--- config.mk ---
export PLATFORM = sky130hd
export DESIGN_NAME = tfn_scale
export DESIGN_NICKNAME = d
export VERILOG_FILES = /design/src/tfn_pkg.sv /design/src/tfn_scale.sv
export SDC_FILE = /design/constraint.sdc
export NUM_CORES = 2
export LEC_CHECK = 0
export ABC_AREA = 1
export BUFFER_PORTS_ARGS = -buffer_cell sky130_fd_sc_hd__buf_2
export CAP_MARGIN = 25
export CORE_MARGIN = 2
export CORE_UTILIZATION = 40
export CTS_CLUSTER_SIZE = 25
export DETAILED_ROUTE_END_ITERATION = 10
export GPL_ROUTABILITY_DRIVEN = 0
export PLACE_DENSITY = 0.64
export SLEW_MARGIN = 20
export SYNTH_ARGS = -nofsm -noshare
export SYNTH_HDL_FRONTEND = slang
export SYNTH_SLANG_ARGS = --single-unit
--- constraint.sdc ---
create_clock -name clk -period 8 [get_ports clk]
set_clock_uncertainty 0.2 [all_clocks]
set_input_delay 1.2 -clock clk [delete_from_list [all_inputs] [get_ports clk]]
set_output_delay 1.2 -clock clk [all_outputs]
set_load 0.03 [all_outputs]
--- src/tfn_pkg.sv ---
// Package for the triangle flat normal pipeline: widths, payload types, helpers.
`timescale 1ns / 1ps
package tfn_pkg;

  localparam int POS_W      = 24;
  localparam int NORM_W     = 16;
  localparam int CROSS_BITS = 24;
  localparam int RSQ_SHIFT  = 54;

  localparam int EDGE_W  = POS_W + 1;
  localparam int PROD_W  = 2 * EDGE_W;
  localparam int CROSS_W = PROD_W + 1;
  localparam int MAG_W   = PROD_W;
  localparam int TOP_W   = $clog2(MAG_W + 1);
  localparam int SQ_W    = 2 * CROSS_BITS;
  localparam int LEN_W   = SQ_W + 2;
  localparam int R_W     = 32;
  localparam int PR_W    = R_W + LEN_W;
  localparam int CAND_W  = LEN_W + 2 * (R_W - 1) + 2;
  localparam int MUL_W   = CROSS_BITS + R_W;
  localparam int RND_K   = RSQ_SHIFT - (NORM_W - 1);
  localparam int LATENCY = 9 + R_W;

  localparam logic signed [NORM_W-1:0] NORM_MAX = {1'b0, {(NORM_W-1){1'b1}}};

  typedef struct packed {
    logic signed [POS_W-1:0] ax;
    logic signed [POS_W-1:0] ay;
    logic signed [POS_W-1:0] az;
    logic signed [POS_W-1:0] bx;
    logic signed [POS_W-1:0] by;
    logic signed [POS_W-1:0] bz;
    logic signed [POS_W-1:0] cx;
    logic signed [POS_W-1:0] cy;
    logic signed [POS_W-1:0] cz;
  } tfn_in_t;

  typedef struct packed {
    logic signed [NORM_W-1:0] nx;
    logic signed [NORM_W-1:0] ny;
    logic signed [NORM_W-1:0] nz;
    logic                     degenerate;
  } tfn_out_t;

  typedef struct packed {
    logic [2:0][CROSS_BITS-1:0] sc;
    logic [2:0]                 neg;
    logic                       degen;
  } tfn_side_t;

  function automatic logic [TOP_W-1:0] bitlen(input logic [MAG_W-1:0] v);
    logic [TOP_W-1:0] n;
    n = '0;
    for (int i = 0; i < MAG_W; i++) begin
      if (v[i]) n = TOP_W'(i + 1);
    end
    return n;
  endfunction

endpackage

--- src/tfn_scale.sv ---
// Leading-bit search, common scaling shift, squares and length squared.
`timescale 1ns / 1ps
module tfn_scale (
  input  logic                            clk,
  input  logic                            rst,
  input  logic                            in_valid,
  input  logic [2:0][tfn_pkg::MAG_W-1:0]  mag,
  input  logic [2:0]                      neg,
  output logic                            out_valid,
  output logic [tfn_pkg::LEN_W-1:0]       len,
  output tfn_pkg::tfn_side_t              side
);
  localparam int CB = tfn_pkg::CROSS_BITS;
  localparam int TW = tfn_pkg::TOP_W;

  logic v4, v5, v6;
  logic [TW-1:0] top;
  logic [2:0][tfn_pkg::MAG_W-1:0] mag4;
  logic [2:0] neg4;
  tfn_pkg::tfn_side_t side5, side6, side5_next;
  logic [tfn_pkg::SQ_W-1:0] sq [3];
  logic [tfn_pkg::MAG_W-1:0] shr, shl;

  always_ff @(posedge clk) begin
    if (rst) begin
      v4 <= 1'b0;
      v5 <= 1'b0;
      v6 <= 1'b0;
      out_valid <= 1'b0;
    end else begin
      v4 <= in_valid;
      v5 <= v4;
      v6 <= v5;
      out_valid <= v6;
    end
    top   <= tfn_pkg::bitlen(mag[0] | mag[1] | mag[2]);
    mag4  <= mag;
    neg4  <= neg;
    side5 <= side5_next;
    for (int i = 0; i < 3; i++) sq[i] <= side5.sc[i] * side5.sc[i];
    side6 <= side5;
    len   <= tfn_pkg::LEN_W'(sq[0]) + tfn_pkg::LEN_W'(sq[1]) + tfn_pkg::LEN_W'(sq[2]);
    side  <= side6;
  end

  always_comb begin
    side5_next.neg   = neg4;
    side5_next.degen = (top == '0);
    shr = '0;
    shl = '0;
    for (int i = 0; i < 3; i++) begin
      if (top > TW'(CB)) begin
        shr = mag4[i] >> (top - TW'(CB));
        side5_next.sc[i] = shr[CB-1:0];
      end else begin
        shl = mag4[i] << (TW'(CB) - top);
        side5_next.sc[i] = shl[CB-1:0];
      end
    end
  end
endmodule

==> flow_summary_export.csv <==
group,metric,value,unit
cells_and_area,syn2layout_area_growth,9.517,%
routing,wire_per_inst,18.23,um
grt,grt.total_usage,23.07,%
floorplan,die_h,432.7,um
synthesis,synth_compound_area_share,8.671,%
cts,tritoncts,"done",
timing,slew-limit-headroom,24.80,%
cts,cts_root_buffer,"clkbuf_16",
setup_path,r2r_end,"sq[0][93]",
placement,placed_area,77860,um2
setup_path,crit_type,"reg -> reg",
cells_and_area,layout.nets,11090,
synthesis,ys_async_sr_fraction,0,%
synthesis,yosys_warnings,0,
synthesis,synth-xor-area-share,2.514,%
synthesis,synth_ff_type,"dfxtp_1",
cts,clk_latency,0.71,ns
setup_path,required,8.37,ns
setup_path,reg2reg_from,"side5[40]",
timing,min_period,7.594,ns
timing,max_freq,0.1317,GHz
min_path,min_from,"side6[54]",
routing,routed_wirelength,211100,um
timing,slew_viol_final,0,
cts,postCtsHoldBufs,0,
synthesis,synth-simple-area-share,13.56,%
floorplan,initial_core_util,40.19,%
routing,num_vias,57800,
setup_path,critPathSlowestCell,"dfxtp_1",
cells_and_area,post-route-cell-area,80500,um2
synthesis,synth-seq-area-share,15.77,%
synthesis,postSynthAreaPerCell,8.267,um2
placement,portBuffers,282,
setup_path,crit_top_cell,"fa_1",
floorplan,dieArea,187200,um2
grt,grt_pass1_vias,61190,
timing,rsz0062_at_grt,"false",
routing,avgViaCountPerCell,4.993,
synthesis,netlist_area,73500,um2
synthesis,ys_ff_latch,579,
floorplan,ioPinCount,283,
grt,grt.overflow.total,0,
timing,worstMarginPinSlew,1.116,ns
min_path,hold_depth,0,
setup_path,worst-r2r-cell-count,29,
placement,hpwl,176500,um
cts,cts_buffers,72,
setup_path,path_max_fanout,18,
timing,hold_violations,0,
job,cap_violations,0,
routing,dr.pass1.iters,6,
timing,setup_viol,0,
cells_and_area,postLayoutCoreUtil,44.02,%
outcome,outcome,"finished, final reports clean",
synthesis,synth_top_family_by_area,"adder cells",
setup_path,endpoint_kind,"flop",
cts,clk_pin_slew,0.06,ns
timing,whs,0.1057,ns
floorplan,core_area,182900,um2
synthesis,synth_edf_count,0,
min_path,worstHoldPathType,"reg -> reg",
setup_path,worst_ep_arrival_time,7.96,ns
routing,ant_nets,0,
routing,drt_iter0_drc,4345,
synthesis,syn_inst,8891,
setup_path,slowest_delay,0.75,ns
routing,drc_errors,0,
synthesis,synth_fa_ha_area_share,45.53,%
timing,fin_setup_tns,0,ns
setup_path,critPathLaunchType,"flop",
cts,htreeDepth,3,
setup_path,cp-endpoint,"sq[0][93]",
synthesis,synth_mux_area_share,0.6401,%
setup_path,r2r_slack,0.41,ns
grt,antenna_found_initial,9,
cells_and_area,drive_gt1_share,8.224,%
cts,cts_sinks,579,
setup_path,cp-startpoint,"side5[40]",
timing,finalCritPeriodShare,94.93,%
grt,grt_pass1_wl,334500,um
floorplan,fp-row-count,157,
floorplan,die_w,432.7,um
cts,cts_buffer_depth,3,
synthesis,synth.distinct_cells,69,
grt,grt_max_degree,107,
## flip-flops by register name, summed over array words and instances (netlist names), 3 cells and up
register  cells
mag4        150
sq          138
side5        76
side6        76
side         76
len          50
top           6
neg4          3
## kinds of logic after synthesis
| kind of cell | count (synthesis) |
|---|---|
| muxes | 47 |
| DFF | 579 |
| buffers and inverters | 2607 |
| adders and majority gates | 1886 |
| AOI/OAI and AO/OA | 1076 |
| xor gates and xnor gates | 211 |
| other | 1 |
| and+or+nand+nor | 2484 |
## final cells by class
cell class,instances,area [um2]
Fill cell,17890,102400
Multi-Input combinational cell,5707,52160
Sequential cell,579,11630
Inverter,2256,8474
Tap cell,2464,3083
Timing Repair Buffer,434,2556
Clock buffer,86,1988
Clock inverter,46,596.8
Antenna cell,3,7.507
## placed cells by master, fill, tap and decap left out, types with 18 or more instances in the layout
master / synthesis / routed
a21oi_1: 350 / 349
a21oi_2: 17 / 18
a31oi_1: 36 / 36
buf_2: 0 / 282
buf_4: 0 / 150
clkbuf_16: 0 / 75
dfxtp_1: 579 / 555
dfxtp_2: 0 / 19
fa_1: 1314 / 1314
ha_1: 572 / 571
inv_1: 2244 / 2240
mux2i_1: 47 / 47
nand2_1: 1896 / 1895
nand2_2: 41 / 42
nand3_1: 190 / 190
nor2_1: 230 / 228
nor3_1: 60 / 60
o211ai_1: 56 / 56
o21ai_0: 433 / 433
o221ai_1: 20 / 20
o22ai_1: 31 / 31
or2_2: 20 / 20
xnor2_1: 63 / 62
xor2_1: 148 / 148
## layer usage
metal / track usage [%] / vias to the layer above / wire length (um)
met4: 14.60 / 0 / 15680
met1: 27.67 / 28110 / 81280
met2: 38.18 / 2266 / 98130
met3: 4.242 / 564 / 15970
met5: 0 / - / 0
li1: - / 26860 / -
## cell usage after synthesis (41+ instances only)
library cell  instances  area share [%]
o211ai_1             56            0.57
nor2_1              230             1.2
nor3_1               60            0.41
xor2_1              148             1.8
mux2i_1              47            0.64
a21oi_1             350             2.4
inv_1              2244              11
nand2_1            1896             9.7
o21ai_0             433             2.9
nand2_2              41            0.35
xnor2_1              63            0.75
clkbuf_1            316             1.6
nand3_1             190             1.3
dfxtp_1             579              16
ha_1                572             9.7
fa_1               1314              36
## metrics by stage
| stage | worst slack, ns | std cells |
|---|---|---|
| floorplan | 0.7814 | 8893 |
| global placement | 0.4530 | 11440 |
| detailed placement | 0.2898 | 11440 |
| CTS | 0.2660 | 11570 |
| global route | 0.01146 | 11570 |
| finish | 0.4058 | 11580 |
## critical path: cells and delay by family (launching register included)
kind	cells	cell delay, ns
AOI/OAI and AO/OA	3	0.59
DFF	1	0.75
adders and majority gates	8	3.89
and+or+nand+nor	11	1.09
buffers and inverters	6	0.76
xor gates and xnor gates	1	0.14
## worst min-delay path by stage
stage                    end  slack [ns]
global route        side[46]        0.11
floorplan           side5[1]        0.11
CTS                 side[46]        0.11
finish              side[54]        0.11
detailed placement  side[38]        0.11
global placement    side[38]        0.11
## timing repair
item	4_1_cts	5_1_grt
resized for setup	0	25
setup buffers	0	0
endpoints found under the setup margin	0	16
Power is left out: the tool's default activity adds up to more than one toggle a clock period on the data nets, which glitch-free logic cannot reach.
